File: src/hdl/sng_pkg.sv
// ----------------------------------------------------------------------------
// sng_pkg: shared types and constants of the stereo noise gate
// Gain format, register indexes, reset values and the control bundles that
// the sequencer hands to the lanes and the gain unit.
// ----------------------------------------------------------------------------
package sng_pkg;

	// default widths of samples and smoothing coefficients
	localparam int SAMPLE_WIDTH_DEF = 24;
	localparam int COEFF_WIDTH_DEF  = 24;

	// gain is unsigned q1.23, unity needs the top bit
	localparam int GAIN_FRAC = 23;
	localparam int GAIN_W    = 24;
	localparam logic [GAIN_W-1:0] GAIN_UNITY = GAIN_W'(1) << GAIN_FRAC;

	// configuration port
	localparam int CFG_W       = 24;
	localparam int CFG_INDEX_W = 4;

	localparam logic [CFG_INDEX_W-1:0] REG_THRESHOLD = 4'd0;
	localparam logic [CFG_INDEX_W-1:0] REG_CLOSED    = 4'd1;
	localparam logic [CFG_INDEX_W-1:0] REG_ATTACK    = 4'd2;
	localparam logic [CFG_INDEX_W-1:0] REG_RELEASE   = 4'd3;

	localparam logic [CFG_W-1:0] THRESHOLD_RST = 24'd83886;
	localparam logic [CFG_W-1:0] CLOSED_RST    = 24'd839;
	localparam logic [CFG_W-1:0] ATTACK_RST    = 24'd16742287;
	localparam logic [CFG_W-1:0] RELEASE_RST   = 24'd16773721;

	// per-lane strobes from the sequencer
	typedef struct packed {
		logic load;
		logic mag_en;
		logic mul_en;
	} lane_ctrl_t;

	// gain unit strobes from the sequencer
	typedef struct packed {
		logic tgt_en;
		logic mul_en;
		logic upd_en;
	} gain_ctrl_t;

endpackage

File: src/hdl/sng_lane.sv
// ----------------------------------------------------------------------------
// sng_lane: one channel lane
// Holds one sample, finds its magnitude, scales it by the gain and gives the
// rounded, saturated result.
// ----------------------------------------------------------------------------
module sng_lane
	import sng_pkg::*;
#(
	parameter int SAMPLE_WIDTH = SAMPLE_WIDTH_DEF
) (
	input  logic                           clk,
	input  lane_ctrl_t                     ctrl,
	input  logic signed [SAMPLE_WIDTH-1:0] sample,
	input  logic [GAIN_W-1:0]              gain,
	output logic [SAMPLE_WIDTH-1:0]        mag,
	output logic signed [SAMPLE_WIDTH-1:0] result
);

	localparam int PW = SAMPLE_WIDTH + GAIN_W + 1;
	localparam logic signed [PW-1:0] HALF = PW'(1) << (GAIN_FRAC - 1);
	localparam logic signed [PW-1:0] HI   = (PW'(1) << (SAMPLE_WIDTH - 1)) - PW'(1);
	localparam logic signed [PW-1:0] LO   = -HI - PW'(1);

	logic signed [SAMPLE_WIDTH-1:0] sample_q;
	logic [SAMPLE_WIDTH-1:0]        mag_q;
	logic signed [PW-1:0]           prod_q;
	logic [SAMPLE_WIDTH-1:0]        raw;
	logic signed [PW-1:0]           rnd;
	logic signed [PW-1:0]           shifted;

	// magnitude, most negative value maps to 2^(w-1) unsigned
	assign raw = sample_q;

	// sample, magnitude and product registers
	always_ff @(posedge clk) begin
		if (ctrl.load) begin
			sample_q <= sample;
		end
		if (ctrl.mag_en) begin
			mag_q <= raw[SAMPLE_WIDTH-1] ? (~raw + SAMPLE_WIDTH'(1)) : raw;
		end
		if (ctrl.mul_en) begin
			prod_q <= sample_q * $signed({1'b0, gain});
		end
	end

	// round half up, then clamp to the sample range
	always_comb begin
		rnd     = prod_q + HALF;
		shifted = rnd >>> GAIN_FRAC;
		if (shifted > HI) begin
			result = HI[SAMPLE_WIDTH-1:0];
		end else if (shifted < LO) begin
			result = LO[SAMPLE_WIDTH-1:0];
		end else begin
			result = shifted[SAMPLE_WIDTH-1:0];
		end
	end

	assign mag = mag_q;

endmodule

File: src/hdl/sng_gain.sv
// ----------------------------------------------------------------------------
// sng_gain: level merge and gain smoothing
// Combines the lane magnitudes into the level, picks the target and the
// coefficient, and moves the held gain one one-pole step.
// ----------------------------------------------------------------------------
module sng_gain
	import sng_pkg::*;
#(
	parameter int SAMPLE_WIDTH = SAMPLE_WIDTH_DEF,
	parameter int COEFF_WIDTH  = COEFF_WIDTH_DEF
) (
	input  logic                    clk,
	input  logic                    arst_n,
	input  gain_ctrl_t              ctrl,
	input  logic [SAMPLE_WIDTH-1:0] mag_l,
	input  logic [SAMPLE_WIDTH-1:0] mag_r,
	input  logic [CFG_W-1:0]        threshold_level,
	input  logic [CFG_W-1:0]        closed_gain,
	input  logic [CFG_W-1:0]        attack_coeff,
	input  logic [CFG_W-1:0]        release_coeff,
	output logic [GAIN_W-1:0]       gain
);

	localparam int CMP_W  = (SAMPLE_WIDTH > CFG_W) ? SAMPLE_WIDTH : CFG_W;
	localparam int DIFF_W = GAIN_W + 1;
	localparam int PROD_W = DIFF_W + COEFF_WIDTH + 1;
	localparam int EXT_W  = COEFF_WIDTH + CFG_W;
	localparam logic signed [PROD_W-1:0] COEFF_HALF = PROD_W'(1) << (COEFF_WIDTH - 1);

	logic [GAIN_W-1:0]            gain_q;
	logic [GAIN_W-1:0]            target_q;
	logic [COEFF_WIDTH-1:0]       coeff_q;
	logic signed [DIFF_W-1:0]     diff_q;
	logic signed [PROD_W-1:0]     prod_q;

	logic [SAMPLE_WIDTH-1:0]      level;
	logic [GAIN_W-1:0]            floor_gain;
	logic [GAIN_W-1:0]            target_d;
	logic [EXT_W-1:0]             coeff_ext;
	logic signed [PROD_W-1:0]     rnd;
	logic signed [PROD_W-1:0]     step;
	logic signed [PROD_W-1:0]     sum;

	// merge the lanes, choose target and coefficient
	always_comb begin
		level      = (mag_l > mag_r) ? mag_l : mag_r;
		floor_gain = (closed_gain > GAIN_UNITY) ? GAIN_UNITY : closed_gain;
		target_d   = (CMP_W'(level) >= CMP_W'(threshold_level)) ? GAIN_UNITY : floor_gain;
		coeff_ext  = EXT_W'((target_d > gain_q) ? attack_coeff : release_coeff);
	end

	// rounded step towards the target
	always_comb begin
		rnd  = prod_q + COEFF_HALF;
		step = rnd >>> COEFF_WIDTH;
		sum  = $signed(PROD_W'(target_q)) + step;
	end

	// merge and multiply registers
	always_ff @(posedge clk) begin
		if (ctrl.tgt_en) begin
			target_q <= target_d;
			coeff_q  <= coeff_ext[COEFF_WIDTH-1:0];
			diff_q   <= $signed({1'b0, gain_q}) - $signed({1'b0, target_d});
		end
		if (ctrl.mul_en) begin
			prod_q <= diff_q * $signed({1'b0, coeff_q});
		end
	end

	// held gain, muted after reset
	always_ff @(posedge clk or negedge arst_n) begin
		if (!arst_n) begin
			gain_q <= '0;
		end else if (ctrl.upd_en) begin
			gain_q <= sum[GAIN_W-1:0];
		end
	end

	assign gain = gain_q;

endmodule

File: src/hdl/stereo_noise_gate.sv
// ----------------------------------------------------------------------------
// stereo_noise_gate: stereo noise gate with attack and release smoothing
// Gates a stereo stream by a smoothed gain that opens on the louder channel.
// ----------------------------------------------------------------------------
// Usage:
//   s_* carries one stereo pair per transfer, m_* one gated pair per transfer.
//   cfg_* writes one register per transfer (index 0 threshold, 1 closed gain,
//   2 attack coefficient, 3 release coefficient); other indexes are ignored.
//   cfg_ready is always high; write only while the stream is idle.
// Sequencing:
//   a pair is worked on by a sequencer over capture, magnitude, merge,
//   coefficient multiply, gain update, scale and output load. The sequencer
//   handles one pair at a time and takes the next only once back in idle.
// Stalls:
//   the result waits in the output register while the next pair is taken
//   and worked on; the sequencer holds in its last step until that register
//   is free.
// Reset:
//   registers return to their defaults, gain is zero (muted), no result is
//   pending.
// ----------------------------------------------------------------------------
module stereo_noise_gate
	import sng_pkg::*;
#(
	parameter int SAMPLE_WIDTH = SAMPLE_WIDTH_DEF,
	parameter int COEFF_WIDTH  = COEFF_WIDTH_DEF,
	localparam int DATA_W      = ((2 * SAMPLE_WIDTH + 7) / 8) * 8
) (
	input  logic                   clk,
	input  logic                   arst_n,
	input  logic                   s_tvalid,
	output logic                   s_tready,
	input  logic [DATA_W-1:0]      s_tdata,   // left_sample, right_sample
	output logic                   m_tvalid,
	input  logic                   m_tready,
	output logic [DATA_W-1:0]      m_tdata,   // left_out, right_out
	input  logic                   cfg_valid,
	output logic                   cfg_ready,
	input  logic [CFG_INDEX_W-1:0] cfg_index,
	input  logic [CFG_W-1:0]       cfg_data
);

	typedef enum logic [6:0] {
		ST_IDLE = 7'b0000001,
		ST_MAG  = 7'b0000010,
		ST_TGT  = 7'b0000100,
		ST_MUL  = 7'b0001000,
		ST_UPD  = 7'b0010000,
		ST_SCL  = 7'b0100000,
		ST_SAT  = 7'b1000000
	} state_t;

	state_t                   state_q;
	state_t                   state_d;
	logic [CFG_W-1:0]         threshold_q;
	logic [CFG_W-1:0]         closed_q;
	logic [CFG_W-1:0]         attack_q;
	logic [CFG_W-1:0]         release_q;
	logic                     m_tvalid_q;
	logic [SAMPLE_WIDTH-1:0]  left_out_q;
	logic [SAMPLE_WIDTH-1:0]  right_out_q;

	lane_ctrl_t               lane_ctrl;
	gain_ctrl_t               gain_ctrl;
	logic                     in_xfer;
	logic                     out_free;
	logic                     out_load;
	logic [SAMPLE_WIDTH-1:0]  mag_l;
	logic [SAMPLE_WIDTH-1:0]  mag_r;
	logic signed [SAMPLE_WIDTH-1:0] res_l;
	logic signed [SAMPLE_WIDTH-1:0] res_r;
	logic [GAIN_W-1:0]        gain;

	assign s_tready  = (state_q == ST_IDLE);
	assign cfg_ready = 1'b1;
	assign in_xfer   = s_tvalid && s_tready;
	assign out_free  = !m_tvalid_q || m_tready;
	assign out_load  = (state_q == ST_SAT) && out_free;

	// sequencer next state
	always_comb begin
		state_d = state_q;
		case (state_q)
			ST_IDLE: if (in_xfer) state_d = ST_MAG;
			ST_MAG:  state_d = ST_TGT;
			ST_TGT:  state_d = ST_MUL;
			ST_MUL:  state_d = ST_UPD;
			ST_UPD:  state_d = ST_SCL;
			ST_SCL:  state_d = ST_SAT;
			ST_SAT:  if (out_free) state_d = ST_IDLE;
			default: state_d = ST_IDLE;
		endcase
	end

	// strobes to the lanes and the gain unit
	always_comb begin
		lane_ctrl.load   = in_xfer;
		lane_ctrl.mag_en = (state_q == ST_MAG);
		lane_ctrl.mul_en = (state_q == ST_SCL);
		gain_ctrl.tgt_en = (state_q == ST_TGT);
		gain_ctrl.mul_en = (state_q == ST_MUL);
		gain_ctrl.upd_en = (state_q == ST_UPD);
	end

	always_ff @(posedge clk or negedge arst_n) begin
		if (!arst_n) begin
			state_q <= ST_IDLE;
		end else begin
			state_q <= state_d;
		end
	end

	// configuration registers
	always_ff @(posedge clk or negedge arst_n) begin
		if (!arst_n) begin
			threshold_q <= THRESHOLD_RST;
			closed_q    <= CLOSED_RST;
			attack_q    <= ATTACK_RST;
			release_q   <= RELEASE_RST;
		end else if (cfg_valid && cfg_ready) begin
			case (cfg_index)
				REG_THRESHOLD: threshold_q <= cfg_data;
				REG_CLOSED:    closed_q    <= cfg_data;
				REG_ATTACK:    attack_q    <= cfg_data;
				REG_RELEASE:   release_q   <= cfg_data;
				default:       ;
			endcase
		end
	end

	// left and right lanes
	sng_lane #(
		.SAMPLE_WIDTH(SAMPLE_WIDTH)
	) u_lane_l (
		.clk    (clk),
		.ctrl   (lane_ctrl),
		.sample (s_tdata[SAMPLE_WIDTH-1:0]),
		.gain   (gain),
		.mag    (mag_l),
		.result (res_l)
	);

	sng_lane #(
		.SAMPLE_WIDTH(SAMPLE_WIDTH)
	) u_lane_r (
		.clk    (clk),
		.ctrl   (lane_ctrl),
		.sample (s_tdata[2*SAMPLE_WIDTH-1:SAMPLE_WIDTH]),
		.gain   (gain),
		.mag    (mag_r),
		.result (res_r)
	);

	// level merge and gain smoothing
	sng_gain #(
		.SAMPLE_WIDTH(SAMPLE_WIDTH),
		.COEFF_WIDTH (COEFF_WIDTH)
	) u_gain (
		.clk             (clk),
		.arst_n          (arst_n),
		.ctrl            (gain_ctrl),
		.mag_l           (mag_l),
		.mag_r           (mag_r),
		.threshold_level (threshold_q),
		.closed_gain     (closed_q),
		.attack_coeff    (attack_q),
		.release_coeff   (release_q),
		.gain            (gain)
	);

	// output register valid
	always_ff @(posedge clk or negedge arst_n) begin
		if (!arst_n) begin
			m_tvalid_q <= 1'b0;
		end else if (out_load) begin
			m_tvalid_q <= 1'b1;
		end else if (m_tready) begin
			m_tvalid_q <= 1'b0;
		end
	end

	// output register payload
	always_ff @(posedge clk) begin
		if (out_load) begin
			left_out_q  <= res_l;
			right_out_q <= res_r;
		end
	end

	assign m_tvalid = m_tvalid_q;
	assign m_tdata  = DATA_W'({right_out_q, left_out_q});

endmodule

File: config.mk
export PLATFORM = sky130hd
export DESIGN_NAME = stereo_noise_gate
export DESIGN_NICKNAME = d
export VERILOG_FILES = /design/src/hdl/sng_pkg.sv /design/src/hdl/sng_lane.sv /design/src/hdl/sng_gain.sv /design/src/hdl/stereo_noise_gate.sv
export SDC_FILE = /design/constraint.sdc
export NUM_CORES = 2
export LEC_CHECK = 0
export BUFFER_PORTS_ARGS = -buffer_cell sky130_fd_sc_hd__buf_2
export CELL_PAD_IN_SITES_DETAIL_PLACEMENT = 1
export CELL_PAD_IN_SITES_GLOBAL_PLACEMENT = 2
export CORE_MARGIN = 2
export CORE_UTILIZATION = 30
export DETAILED_ROUTE_END_ITERATION = 8
export MAX_ROUTING_LAYER = met4
export PLACE_DENSITY_LB_ADDON = 0.1
export SETUP_SLACK_MARGIN = 0.4
export SLEW_MARGIN = 10
export SYNTH_ARGS = -nofsm -noshare
export SYNTH_HDL_FRONTEND = slang
export SYNTH_SLANG_ARGS = --single-unit
File: constraint.sdc
create_clock -name clk -period 13.54 [get_ports clk]
set_input_delay 1.354 -clock clk [delete_from_list [all_inputs] [get_ports clk]]
set_output_delay 1.354 -clock clk [all_outputs]
set_load 0.02 [all_outputs]
==> impl_metrics.env <==
export IMPL_outcome="finished clean"
export IMPL_critical_path_startpoint_type="register"
export IMPL_firstDrtPassIters=5
export IMPL_post_route_drc_count=0
export IMPL_cts_hold_buf=0
export IMPL_fp_dieW_um=512
export IMPL_synth_seq_cells=424
export IMPL_number_of_levels_in_the_clock_h_tree=2
export IMPL_cp_max_fanout=26
export IMPL_route_met2_wl_um=137000
export IMPL_timing_clock_skew_ns=0.0861
export IMPL_totalWireLength_um=266000
export IMPL_worst_setup_path_startpoint="u_gain.gain[20]$_DFFE_PN0N_"
export IMPL_worstSetupEndpointType="register"
export IMPL_grt_pass1_wl_um=410000
export IMPL_synth_cells=7920
export IMPL_critical_path_reg2reg_startpoint="u_gain.gain[20]$_DFFE_PN0N_"
export IMPL_r2r_cells=26
export IMPL_nets=10200
export IMPL_design_area_mm2=0.0841
export IMPL_top_sig_layer="met4"
export IMPL_tritoncts="yes"
export IMPL_detailedRoute_firstIterationViolations=2113
export IMPL_dpl_instance_area_mm2=0.0820
export IMPL_rows=186
export IMPL_fp_coreArea_mm2=0.257
export IMPL_post_synthesis_mean_instance_area_um2=9.78
export IMPL_timing_hold_violations_final=0
export IMPL_routed_wire_length_on_met3_um=5420
export IMPL_fp_dieH_um=512
export IMPL_synth_async_reset_ratio=0.302
export IMPL_fmaxAchievable_mhz=106
export IMPL_yosys_warnings=0
export IMPL_gp_congestion=0.822
export IMPL_synth_sequential_area_ratio=0.157
export IMPL_post_route_min_period_ns=9.46
export IMPL_number_of_enable_type_register_cells_in_the_synthesized_netlist=296
export IMPL_layout_worst_path_cycle_share=0.699
export IMPL_dieArea_mm2=0.262
export IMPL_post_cts_resize_count=0
export IMPL_numCtsBuffers=59
export IMPL_boundaryPins=132
export IMPL_critical_path_endpoint="u_lane_r.prod_q[37]$_DFFE_PP_"
export IMPL_clock_tree_root_buffer_cell="sky130_fd_sc_hd__clkbuf_16"
export IMPL_worstPathRequired_ns=14.05
export IMPL_timing_critical_path_arrival_ns=9.98
export IMPL_cap_violations=0
export IMPL_route_antenna_remaining_nets=0
export IMPL_grt_antenna_before_repair=18
export IMPL_setup_reg_to_reg_worst_slack_ns=4.08
export IMPL_crit_reg2reg_capture="u_lane_r.prod_q[37]$_DFFE_PP_"
export IMPL_cts_sinks=424
export IMPL_finalSetupTns_ns=0
export IMPL_syn_nets=10200
export IMPL_setup_viol=0
export IMPL_critPathKind="register to register"
export IMPL_initial_utilization=0.302
export IMPL_clk_path_buf_depth=3
export IMPL_routed_vias_inst=4.70
export IMPL_place_detailed_hpwl_um=198000
export IMPL_final_layout_size_suffix_gt1_frac=0.0779
export IMPL_worst_pin_slew_ns=1.27
export IMPL_final_max_slew_viol_count=0
export IMPL_wl_per_cell_um=23.5
export IMPL_yosys_most_used_dff="sky130_fd_sc_hd__edfxtp_1"
export IMPL_timing_hold_ws_ns=0.504
export IMPL_final_util=0.328
export IMPL_hp_class="register to register"
export IMPL_clk_pin_slew_ns=0.06
export IMPL_drt_met1_wl_um=119000
export IMPL_grt_usage=0.215
export IMPL_ys_types=79
export IMPL_insertion_delay_ns=0.77
export IMPL_flow_area_growth_from_synthesis_pct=8.63
export IMPL_grt_ovfl_total=0
export IMPL_vias_in_the_first_global_route=62200
export IMPL_post_synth_design_cell_area_mm2=0.0774
export IMPL_post_cts_setup_buffer_count=0
export IMPL_io_buffer_count=130
export IMPL_maxSlewHeadroom=0.151
export IMPL_via_count=53100
export IMPL_grt_start_max_net_pins=71
export IMPL_grt_setup_unrepaired="false"
==> critical path: stages, from the launching register on <==
cell and delay, ns:
sky130_fd_sc_hd__dfrtp_2 0.60, sky130_fd_sc_hd__buf_4 0.43, sky130_fd_sc_hd__buf_4 0.46, sky130_fd_sc_hd__nand2_1 0.15, sky130_fd_sc_hd__fa_1 0.52, sky130_fd_sc_hd__fa_1 0.53
sky130_fd_sc_hd__inv_1 0.05, sky130_fd_sc_hd__fa_1 0.47, sky130_fd_sc_hd__inv_1 0.05, sky130_fd_sc_hd__fa_1 0.49, sky130_fd_sc_hd__inv_1 0.05, sky130_fd_sc_hd__fa_1 0.48
sky130_fd_sc_hd__fa_1 0.49, sky130_fd_sc_hd__inv_1 0.05, sky130_fd_sc_hd__fa_1 0.52, sky130_fd_sc_hd__inv_1 0.06, sky130_fd_sc_hd__ha_1 0.39, sky130_fd_sc_hd__nand3_1 0.12
sky130_fd_sc_hd__nor3_1 0.53, sky130_fd_sc_hd__nand3_1 0.25, sky130_fd_sc_hd__a211oi_1 0.92, sky130_fd_sc_hd__o31ai_1 0.39, sky130_fd_sc_hd__o21bai_1 0.35, sky130_fd_sc_hd__a21boi_0 0.20
sky130_fd_sc_hd__o21bai_1 0.24, sky130_fd_sc_hd__a211oi_1 0.11, sky130_fd_sc_hd__nor3b_1 0.22
==> per-stage QoR <==
stage / std cells / setup slack, ns
3_5_place_dp: 11200 / 4.32
4_1_cts: 11300 / 4.20
6_report: 11300 / 4.08
2_1_floorplan: 7920 / 6.10
3_3_place_gp: 11200 / 4.45
5_1_grt: 11300 / 3.72
==> kinds of logic (layout without fill, tap and decap cells) <==
kind of cell | count (synthesis) | after routing | share of synthesized area
flops | 424 | 424 | 0.157
compound gates | 508 | 508 | 0.0423
fa+ha+maj | 2210 | 2210 | 0.510
other cells | 1 | 8 | 0.0000484
mux | 120 | 120 | 0.0175
xor+xnor | 247 | 247 | 0.0279
simple gates | 2263 | 2263 | 0.141
buf+inv | 2147 | 2137 | 0.104
==> layout make-up <==
cell class / instances / area [µm²]
Antenna cell: 7 / 17.5
Clock buffer: 74 / 1680
Clock inverter: 35 / 377
Fill cell: 29100 / 173000
Inverter: 1745 / 6550
Multi-Input combinational cell: 5349 / 57200
Sequential cell: 424 / 12200
Tap cell: 3384 / 4230
Timing Repair Buffer: 283 / 1820
==> how the worst min path moves through the flow <==
stage | depth (start not counted) | from | endpoint
global route | 1 | attack_q[15]$_DFFE_PN0P_ | attack_q[15]$_DFFE_PN0P_
CTS | 1 | release_q[2]$_DFFE_PN0P_ | release_q[2]$_DFFE_PN0P_
detailed placement | 1 | release_q[2]$_DFFE_PN0P_ | release_q[2]$_DFFE_PN0P_
global placement | 1 | attack_q[6]$_DFFE_PN0P_ | attack_q[6]$_DFFE_PN0P_
floorplan | 1 | attack_q[11]$_DFFE_PN0P_ | attack_q[11]$_DFFE_PN0P_
finish | 1 | release_q[2]$_DFFE_PN0P_ | release_q[2]$_DFFE_PN0P_
==> cell usage after synthesis, drive strengths merged, types with 13 or more instances <==
cell type | instances | area, µm²
and2 | 633 | 3960
nand3 | 53 | 265
nand2 | 1211 | 4550
inv | 1745 | 6550
o21bai | 14 | 105
and3 | 45 | 282
o21a | 24 | 188
a211oi | 16 | 125
nand2b | 69 | 432
a21oi | 108 | 552
xor2 | 86 | 753
nor3 | 26 | 130
ha | 630 | 7880
clkbuf | 372 | 1400
o21ai | 171 | 860
o31ai | 17 | 133
edfxtp | 296 | 8890
mux2 | 120 | 1350
fa | 1580 | 31600
nand4 | 28 | 175
nor2b | 42 | 263
dfrtp | 75 | 1880
o211ai | 13 | 97.6
nor2 | 89 | 334
buf | 30 | 123
a21o | 70 | 526
dfstp | 53 | 1390
xnor2 | 161 | 1410
a31oi | 14 | 103
==> flip-flops by register name (all words and copies together), names as in the netlist, 25 cells and up <==
register	cells
u_lane_l.prod_q	27
u_lane_r.prod_q	27
u_gain.diff_q	25
u_gain.prod_q	25
==> layer usage <==
metal,global-route usage,vias to the layer above
met3,0.0132,227
met5,-,-
li1,-,23600
met1,0.277,28700
met4,0.0368,0
met2,0.377,563
==> cells in the final DEF (no fill, tap or decap), types with 12 or more instances in the layout <==
| cell type | count |
|---|---|
| sky130_fd_sc_hd__inv_1 | 1745 |
| sky130_fd_sc_hd__fa_1 | 1580 |
| sky130_fd_sc_hd__nand2_1 | 1210 |
| sky130_fd_sc_hd__and2_1 | 632 |
| sky130_fd_sc_hd__ha_1 | 630 |
| sky130_fd_sc_hd__edfxtp_1 | 296 |
| sky130_fd_sc_hd__o21ai_0 | 166 |
| sky130_fd_sc_hd__xnor2_1 | 161 |
| sky130_fd_sc_hd__buf_4 | 152 |
| sky130_fd_sc_hd__buf_2 | 129 |
| sky130_fd_sc_hd__mux2_2 | 120 |
| sky130_fd_sc_hd__a21oi_1 | 105 |
| sky130_fd_sc_hd__nor2_1 | 86 |
| sky130_fd_sc_hd__xor2_1 | 86 |
| sky130_fd_sc_hd__a21o_1 | 70 |
| sky130_fd_sc_hd__nand2b_1 | 69 |
| sky130_fd_sc_hd__clkbuf_16 | 63 |
| sky130_fd_sc_hd__nand3_1 | 53 |
| sky130_fd_sc_hd__dfstp_2 | 53 |
| sky130_fd_sc_hd__dfrtp_1 | 51 |
| sky130_fd_sc_hd__and3_1 | 45 |
| sky130_fd_sc_hd__nor2b_1 | 42 |
| sky130_fd_sc_hd__nand4_1 | 28 |
| sky130_fd_sc_hd__nor3_1 | 25 |
| sky130_fd_sc_hd__o21a_1 | 23 |
| sky130_fd_sc_hd__dfrtp_2 | 23 |
| sky130_fd_sc_hd__o31ai_1 | 16 |
| sky130_fd_sc_hd__a211oi_1 | 15 |
| sky130_fd_sc_hd__o21bai_1 | 14 |
| sky130_fd_sc_hd__a31oi_1 | 13 |
| sky130_fd_sc_hd__o211ai_1 | 13 |
| sky130_fd_sc_hd__or3_1 | 12 |
Power is not shown: default switching activity piles up to over one toggle a cycle in this logic, so the estimate is an artifact.
